## config.mk

```make
export PLATFORM = sky130hd
export DESIGN_NAME = gpuf_ctrl
export DESIGN_NICKNAME = d
export VERILOG_FILES = /design/src/gpuf_pkg.sv /design/src/gpuf_ctrl.sv
export SDC_FILE = /design/constraint.sdc
export NUM_CORES = 1
export LEC_CHECK = 0
export ABC_AREA = 1
export BUFFER_PORTS_ARGS = -buffer_cell sky130_fd_sc_hd__buf_2
export CORE_ASPECT_RATIO = 0.9
export CORE_UTILIZATION = 30
export DETAILED_ROUTE_END_ITERATION = 12
export PLACE_DENSITY_LB_ADDON = 0.1
export SYNTH_ARGS = -nofsm -noshare
export SYNTH_HDL_FRONTEND = slang
export SYNTH_SLANG_ARGS = --single-unit
```

## constraint.sdc

```tcl
create_clock -name clk -period 1.75 [get_ports clk]
set_clock_uncertainty 0.2 [all_clocks]
set_input_delay 0.175 -clock clk [delete_from_list [all_inputs] [get_ports clk]]
set_output_delay 0.175 -clock clk [all_outputs]
set_load 0.01 [all_outputs]
```

## src/gpuf_pkg.sv

```systemverilog
// ----------------------------------------------------------------------------
// gpuf_pkg
// Shared constants, command and status types for the percolation grid with
// weighted union-find.
// ----------------------------------------------------------------------------
`default_nettype none

package gpuf_pkg;

  localparam int MAX_SIDE   = 64;
  localparam int SIDE_W     = 7;
  localparam int IDX_W      = $clog2(MAX_SIDE);
  localparam int SITE_COUNT = MAX_SIDE * MAX_SIDE;
  localparam int SITE_W     = $clog2(SITE_COUNT);
  localparam int NODE_COUNT = SITE_COUNT + 2;
  localparam int NODE_W     = $clog2(NODE_COUNT);
  localparam int CNT_W      = 13;
  localparam int SIZE_W     = NODE_W;

  localparam logic [NODE_W-1:0] NODE_TOP    = NODE_W'(SITE_COUNT);
  localparam logic [NODE_W-1:0] NODE_BOTTOM = NODE_W'(SITE_COUNT + 1);
  localparam logic [NODE_W-1:0] NODE_LAST   = NODE_W'(NODE_COUNT - 1);

  localparam logic FUNC_OPEN  = 1'b0;
  localparam logic FUNC_QUERY = 1'b1;

  typedef enum logic [3:0] {
    DP_NONE,
    DP_LATCH,
    DP_CLR_STEP,
    DP_RD_OPEN_HERE,
    DP_RD_OPEN_NB,
    DP_SET_OPEN,
    DP_FIND_START,
    DP_FIND_WALK,
    DP_LINK_LOSER,
    DP_LINK_WINNER,
    DP_CAP_OPEN,
    DP_CAP_FULL,
    DP_CAP_PERC
  } dp_op_t;

  typedef enum logic [1:0] {
    OPND_HERE,
    OPND_TOP,
    OPND_BOTTOM,
    OPND_NB
  } opnd_t;

  typedef enum logic [1:0] {
    DIR_UP,
    DIR_DOWN,
    DIR_LEFT,
    DIR_RIGHT
  } dir_t;

  typedef enum logic {
    SLOT_A,
    SLOT_B
  } slot_t;

  typedef struct packed {
    dp_op_t op;
    opnd_t  sel;
    slot_t  dst;
    dir_t   dir;
  } dp_cmd_t;

  typedef struct packed {
    logic       bad;
    logic       func;
    logic       open_rd;
    logic       root_hit;
    logic       same_root;
    logic       row_top;
    logic       row_bot;
    logic [3:0] nb_valid;
    logic       clr_done;
  } dp_stat_t;

endpackage

`default_nettype wire

```

## src/gpuf_ctrl.sv

```systemverilog
// ----------------------------------------------------------------------------
// gpuf_ctrl
// Sequencer: clearing pass, site open, up to four unions, and the closing
// finds that produce the result.
// ----------------------------------------------------------------------------
`default_nettype none

module gpuf_ctrl (
  input  wire logic               clk,
  input  wire logic               rst_n,
  input  wire logic               start,
  input  wire logic               cfg_we,
  input  wire gpuf_pkg::dp_stat_t stat,
  output gpuf_pkg::dp_cmd_t       cmd,
  output logic                    busy,
  output logic                    out_valid
);

  import gpuf_pkg::*;

  typedef enum logic [4:0] {
    S_IDLE,
    S_CLEAR,
    S_CHECK,
    S_OPEN_RD,
    S_OPEN_EVAL,
    S_PICK,
    S_NB_EVAL,
    S_JOIN_B,
    S_JOIN_CMP,
    S_LINK2,
    S_WALK,
    S_RPT_RD,
    S_RPT_OPEN,
    S_RPT_HERE,
    S_RPT_TOP,
    S_RPT_FULL,
    S_RPT_BOT,
    S_RPT_PERC,
    S_DONE
  } state_t;

  localparam logic [2:0] K_TOP    = 3'd0;
  localparam logic [2:0] K_BOTTOM = 3'd1;
  localparam logic [2:0] K_END    = 3'd6;

  state_t     state_r, state_r_nxt, ret_r, ret_r_nxt;
  slot_t      dst_r, dst_r_nxt;
  logic [2:0] k_r, k_r_nxt;
  logic       busy_r, busy_r_nxt, valid_r, valid_r_nxt;
  dir_t       k_dir;

  assign k_dir = dir_t'(k_r[1:0] + 2'd2);

  always_comb begin
    state_r_nxt = state_r;
    ret_r_nxt   = ret_r;
    dst_r_nxt   = dst_r;
    k_r_nxt     = k_r;
    cmd.op      = DP_NONE;
    cmd.sel     = OPND_HERE;
    cmd.dst     = dst_r;
    cmd.dir     = k_dir;
    unique case (state_r)
      S_IDLE: begin
        if (start) begin
          cmd.op      = DP_LATCH;
          state_r_nxt = S_CHECK;
        end
      end
      S_CLEAR: begin
        cmd.op = DP_CLR_STEP;
        if (stat.clr_done) state_r_nxt = S_IDLE;
      end
      S_CHECK: begin
        if (stat.bad) begin
          cmd.op = DP_FIND_START; cmd.sel = OPND_TOP; cmd.dst = SLOT_B;
          dst_r_nxt = SLOT_B; ret_r_nxt = S_RPT_FULL; state_r_nxt = S_WALK;
        end else if (stat.func == FUNC_QUERY) begin
          state_r_nxt = S_RPT_RD;
        end else begin
          state_r_nxt = S_OPEN_RD;
        end
      end
      S_OPEN_RD: begin
        cmd.op      = DP_RD_OPEN_HERE;
        state_r_nxt = S_OPEN_EVAL;
      end
      S_OPEN_EVAL: begin
        if (stat.open_rd) begin
          state_r_nxt = S_RPT_RD;
        end else begin
          cmd.op      = DP_SET_OPEN;
          k_r_nxt     = K_TOP;
          state_r_nxt = S_PICK;
        end
      end
      S_PICK: begin
        if (k_r == K_END) begin
          state_r_nxt = S_RPT_RD;
        end else if (k_r == K_TOP || k_r == K_BOTTOM) begin
          if ((k_r == K_TOP) ? stat.row_top : stat.row_bot) begin
            cmd.op = DP_FIND_START; cmd.sel = OPND_HERE; cmd.dst = SLOT_A;
            dst_r_nxt = SLOT_A; ret_r_nxt = S_JOIN_B; state_r_nxt = S_WALK;
          end else begin
            k_r_nxt = k_r + 3'd1;
          end
        end else if (stat.nb_valid[k_dir]) begin
          cmd.op      = DP_RD_OPEN_NB;
          state_r_nxt = S_NB_EVAL;
        end else begin
          k_r_nxt = k_r + 3'd1;
        end
      end
      S_NB_EVAL: begin
        if (stat.open_rd) begin
          cmd.op = DP_FIND_START; cmd.sel = OPND_HERE; cmd.dst = SLOT_A;
          dst_r_nxt = SLOT_A; ret_r_nxt = S_JOIN_B; state_r_nxt = S_WALK;
        end else begin
          k_r_nxt     = k_r + 3'd1;
          state_r_nxt = S_PICK;
        end
      end
      S_JOIN_B: begin
        cmd.op  = DP_FIND_START;
        cmd.dst = SLOT_B;
        if (k_r == K_TOP) cmd.sel = OPND_TOP;
        else if (k_r == K_BOTTOM) cmd.sel = OPND_BOTTOM;
        else cmd.sel = OPND_NB;
        dst_r_nxt = SLOT_B; ret_r_nxt = S_JOIN_CMP; state_r_nxt = S_WALK;
      end
      S_JOIN_CMP: begin
        if (stat.same_root) begin
          k_r_nxt     = k_r + 3'd1;
          state_r_nxt = S_PICK;
        end else begin
          cmd.op      = DP_LINK_LOSER;
          state_r_nxt = S_LINK2;
        end
      end
      S_LINK2: begin
        cmd.op      = DP_LINK_WINNER;
        k_r_nxt     = k_r + 3'd1;
        state_r_nxt = S_PICK;
      end
      S_WALK: begin
        cmd.op = DP_FIND_WALK;
        if (stat.root_hit) state_r_nxt = ret_r;
      end
      S_RPT_RD: begin
        cmd.op      = DP_RD_OPEN_HERE;
        state_r_nxt = S_RPT_OPEN;
      end
      S_RPT_OPEN: begin
        cmd.op      = DP_CAP_OPEN;
        state_r_nxt = S_RPT_HERE;
      end
      S_RPT_HERE: begin
        cmd.op = DP_FIND_START; cmd.sel = OPND_HERE; cmd.dst = SLOT_A;
        dst_r_nxt = SLOT_A; ret_r_nxt = S_RPT_TOP; state_r_nxt = S_WALK;
      end
      S_RPT_TOP: begin
        cmd.op = DP_FIND_START; cmd.sel = OPND_TOP; cmd.dst = SLOT_B;
        dst_r_nxt = SLOT_B; ret_r_nxt = S_RPT_FULL; state_r_nxt = S_WALK;
      end
      S_RPT_FULL: begin
        cmd.op      = DP_CAP_FULL;
        state_r_nxt = S_RPT_BOT;
      end
      S_RPT_BOT: begin
        cmd.op = DP_FIND_START; cmd.sel = OPND_BOTTOM; cmd.dst = SLOT_A;
        dst_r_nxt = SLOT_A; ret_r_nxt = S_RPT_PERC; state_r_nxt = S_WALK;
      end
      S_RPT_PERC: begin
        cmd.op      = DP_CAP_PERC;
        state_r_nxt = S_DONE;
      end
      S_DONE: state_r_nxt = S_IDLE;
      default: state_r_nxt = S_IDLE;
    endcase
    if (cfg_we) begin
      state_r_nxt = S_CLEAR;
    end
    busy_r_nxt  = (state_r_nxt != S_IDLE);
    valid_r_nxt = (state_r_nxt == S_DONE);
  end

  always_ff @(posedge clk) begin
    if (!rst_n) begin
      state_r <= S_CLEAR;
      ret_r   <= S_IDLE;
      dst_r   <= SLOT_A;
      k_r     <= K_TOP;
      busy_r  <= 1'b1;
      valid_r <= 1'b0;
    end else begin
      state_r <= state_r_nxt;
      ret_r   <= ret_r_nxt;
      dst_r   <= dst_r_nxt;
      k_r     <= k_r_nxt;
      busy_r  <= busy_r_nxt;
      valid_r <= valid_r_nxt;
    end
  end

  assign busy      = busy_r;
  assign out_valid = valid_r;

endmodule

`default_nettype wire
```

==> flow_metrics.env <==
export IMPL_route_vias_total=1835
export IMPL_final_cell_mix="58 x buf_4, 51 x nand2_1, 32 x nor2_1"
export IMPL_r2r_cells=14
export IMPL_dieArea_mm2=0.00502
export IMPL_antennaDiodeCount=0
export IMPL_post_dp_hpwl_um=3930
export IMPL_ys_ff_latch=15
export IMPL_vdd_ir_drop_max_mv=0.492
export IMPL_endpoint_kind="primary output"
export IMPL_final_common_cell="buf_4"
export IMPL_p_leak_nw=1.30
export IMPL_cp_cell_sequence="buf_6 -> nor2_4 -> nand2_4 -> nor2_4 -> nand2_2 -> buf_6 -> nand4_1 -> buf_2"
export IMPL_synth_async_reset_ratio_pct=0
export IMPL_clock_sinks=15
export IMPL_yosys_warnings=0
export IMPL_synthDistinctLibCells=29
export IMPL_syn_inst=242
export IMPL_nets=358
export IMPL_ctsLongestPathBuffers=2
export IMPL_hold_path_depth=5
export IMPL_period_share_pct=113
export IMPL_rsz0062_at_grt="true"
export IMPL_drc=0
export IMPL_initial_core_util_pct=31.7
export IMPL_clk_pin_slew_ns=0.06
export IMPL_pin_count=27
export IMPL_cts_tree="yes"
export IMPL_fillers=471
export IMPL_grtUsageTotal_pct=21.5
export IMPL_worst_ep_arrival_time_ns=1.60
export IMPL_wire_per_inst_um=12.6
export IMPL_critPathMaxFanout=7
export IMPL_rows=23
export IMPL_die_w_um=74.6
export IMPL_grt_start_max_net_pins=12
export IMPL_dpl_worst_slack_ns=-0.237
export IMPL_cts_root_buf="clkbuf_8"
export IMPL_ff_latch_area_um2=319
export IMPL_ys_seq_area_share_pct=21.1
export IMPL_coreArea_mm2=0.00449
export IMPL_crit_start="state_r[1]$_SDFF_PN0_"
export IMPL_status="complete, but fails checks"
export IMPL_critPathRequiredTime_ns=1.37
export IMPL_finalHoldViolCount=0
export IMPL_power_mw=0.790
export IMPL_grt_overflow_total=0
export IMPL_layout_setup_ws_ns=-0.223
export IMPL_worst_pin_slew_ns=0.306
export IMPL_drt_iter0_drc=98
export IMPL_routed_via_density=4.59
export IMPL_drv_cap=0
export IMPL_placed_area_mm2=0.00197
export IMPL_syn_to_final_growth_pct=73.8
export IMPL_avgSynthCellArea_um2=5.88
export IMPL_fin_area_mm2=0.00247
export IMPL_h_tree_depth=1
export IMPL_hold_ws_ns=0.220
export IMPL_antenna_found_initial=0
export IMPL_multi_input_area_mm2=0.00121
export IMPL_synth_nets=261
export IMPL_antenna_left=0
export IMPL_cp_slowest_cell="dfxtp_4"
export IMPL_violations="setup timing"
export IMPL_cts_buffers=3
export IMPL_synth_edf_count=0
export IMPL_layout_drive_gt1_share_pct=52.7
export IMPL_power_density_mw_per_mm2=320
export IMPL_routed_wl_um=5020
export IMPL_gp_congestion=0.925
export IMPL_worstSetupPathType="flip-flop to primary output"
export IMPL_tns_ns=-2.32
export IMPL_r2r_start="k_r[0]$_SDFFE_PN0P_"
export IMPL_clk_latency_ns=0.24
export IMPL_hp_start="stat[8]"
export IMPL_fmax_mhz=507
export IMPL_hold_class="input pin to flip-flop"
export IMPL_firstDrtPassIters=4
export IMPL_slew_headroom_pct=79.5
export IMPL_setup_viol=18
export IMPL_startpoint_type="flip-flop"
export IMPL_grt_pass1_wl_um=8000
export IMPL_fin_crit_ns=1.97
export IMPL_netlist_area_mm2=0.00142
export IMPL_die_h_um=67.3
export IMPL_critPathMaxStageDelay_ns=0.38
export IMPL_port_buffers=26
export IMPL_synth_flop_cell="dfxtp_1"
export IMPL_finalMaxSlewViolations=0
export IMPL_first_global_vias=1660
synth_stat cells, types with 2 or more instances:
master / instances / area share (%)
nand2_1: 75 / 20
inv_2: 6 / 1.6
inv_1: 26 / 6.9
dfxtp_1: 15 / 21
o21ai_0: 5 / 1.8
nor2_1: 40 / 11
buf_6: 2 / 1.6
nand4_1: 8 / 3.5
nand3_1: 25 / 8.8
nand2_2: 2 / 0.88
nand3_2: 3 / 2.1
nor2_4: 4 / 3.2
ha_1: 3 / 2.6
a21oi_1: 4 / 1.4
xor2_1: 2 / 1.2
o21ai_1: 2 / 0.70
nor2_2: 6 / 2.6
nor3_1: 3 / 1.1
critical path: cells and delay by family, from the launching register on:
kind	cells	cell delay (ns)
and+or+nand+nor	5	0.59
buffers and inverters	3	0.39
DFF	1	0.38
flip-flops by register name (all words and copies together), names as in the netlist:
register,count
ret_r,4
k_r,3
busy,1
dst_r,1
out_valid,1
state_r,5
through the flow:
step	utilization, %	std cells
6_report	55.1	400
3_3_place_gp	44.0	374
5_1_grt	55.1	400
2_1_floorplan	-	242
4_1_cts	52.1	397
3_5_place_dp	44.0	374
power breakdown:
part	switching (mW)	leakage, nW	total [mW]	internal [mW]
sequential	0.00671	0.125	0.348	0.342
clock	0.110	0.0228	0.270	0.161
combinational	0.0883	1.15	0.171	0.0830
total	0.205	1.30	0.790	0.585
final timing paths:
| check | end | slack (ns) |
|---|---|---|
| worst max-delay path | cmd[5] | -0.22 |
| worst min-delay path | state_r[4]$_SDFF_PN0_ | 0.22 |
| worst min register to register | ret_r[0]$_SDFFE_PN0P_ | 0.28 |
| worst max register to register | busy$_SDFF_PN1_ | -0.17 |
routing by layer:
metal	up-vias	GRT usage [%]	wire [µm]
met5	-	0	0
met4	0	5.42	20
met3	2	0.896	192
met2	32	33.6	2290
met1	843	32.0	2520
li1	958	-	-
area by class of cell:
class,count,area share [%]
Clock buffer,4,1.82
Inverter,32,4.96
Multi-Input combinational cell,192,49.0
Sequential cell,15,12.9
Tap cell,62,3.14
Timing Repair Buffer,95,28.1
cells by family after synthesis:
group | count (synthesis) | synth area share [%]
AO/OA/AOI/OAI | 15 | 6.24
AND/OR/NAND/NOR | 172 | 58.2
XOR/XNOR | 2 | 1.23
flip-flops | 15 | 21.1
adder cells (fa/ha/maj) | 3 | 2.64
buffers and inverters | 35 | 10.6
repair_timing:
item | in CTS | in global routing
hold endpoints to repair | 2 | 0
hold buffers | 2 | 0
setup endpoints to repair | 21 | 20
buffers inserted | 18 | 3
resized for setup | 53 | 28
pin swaps | 27 | 20
(Power assumes the default switching activity.)
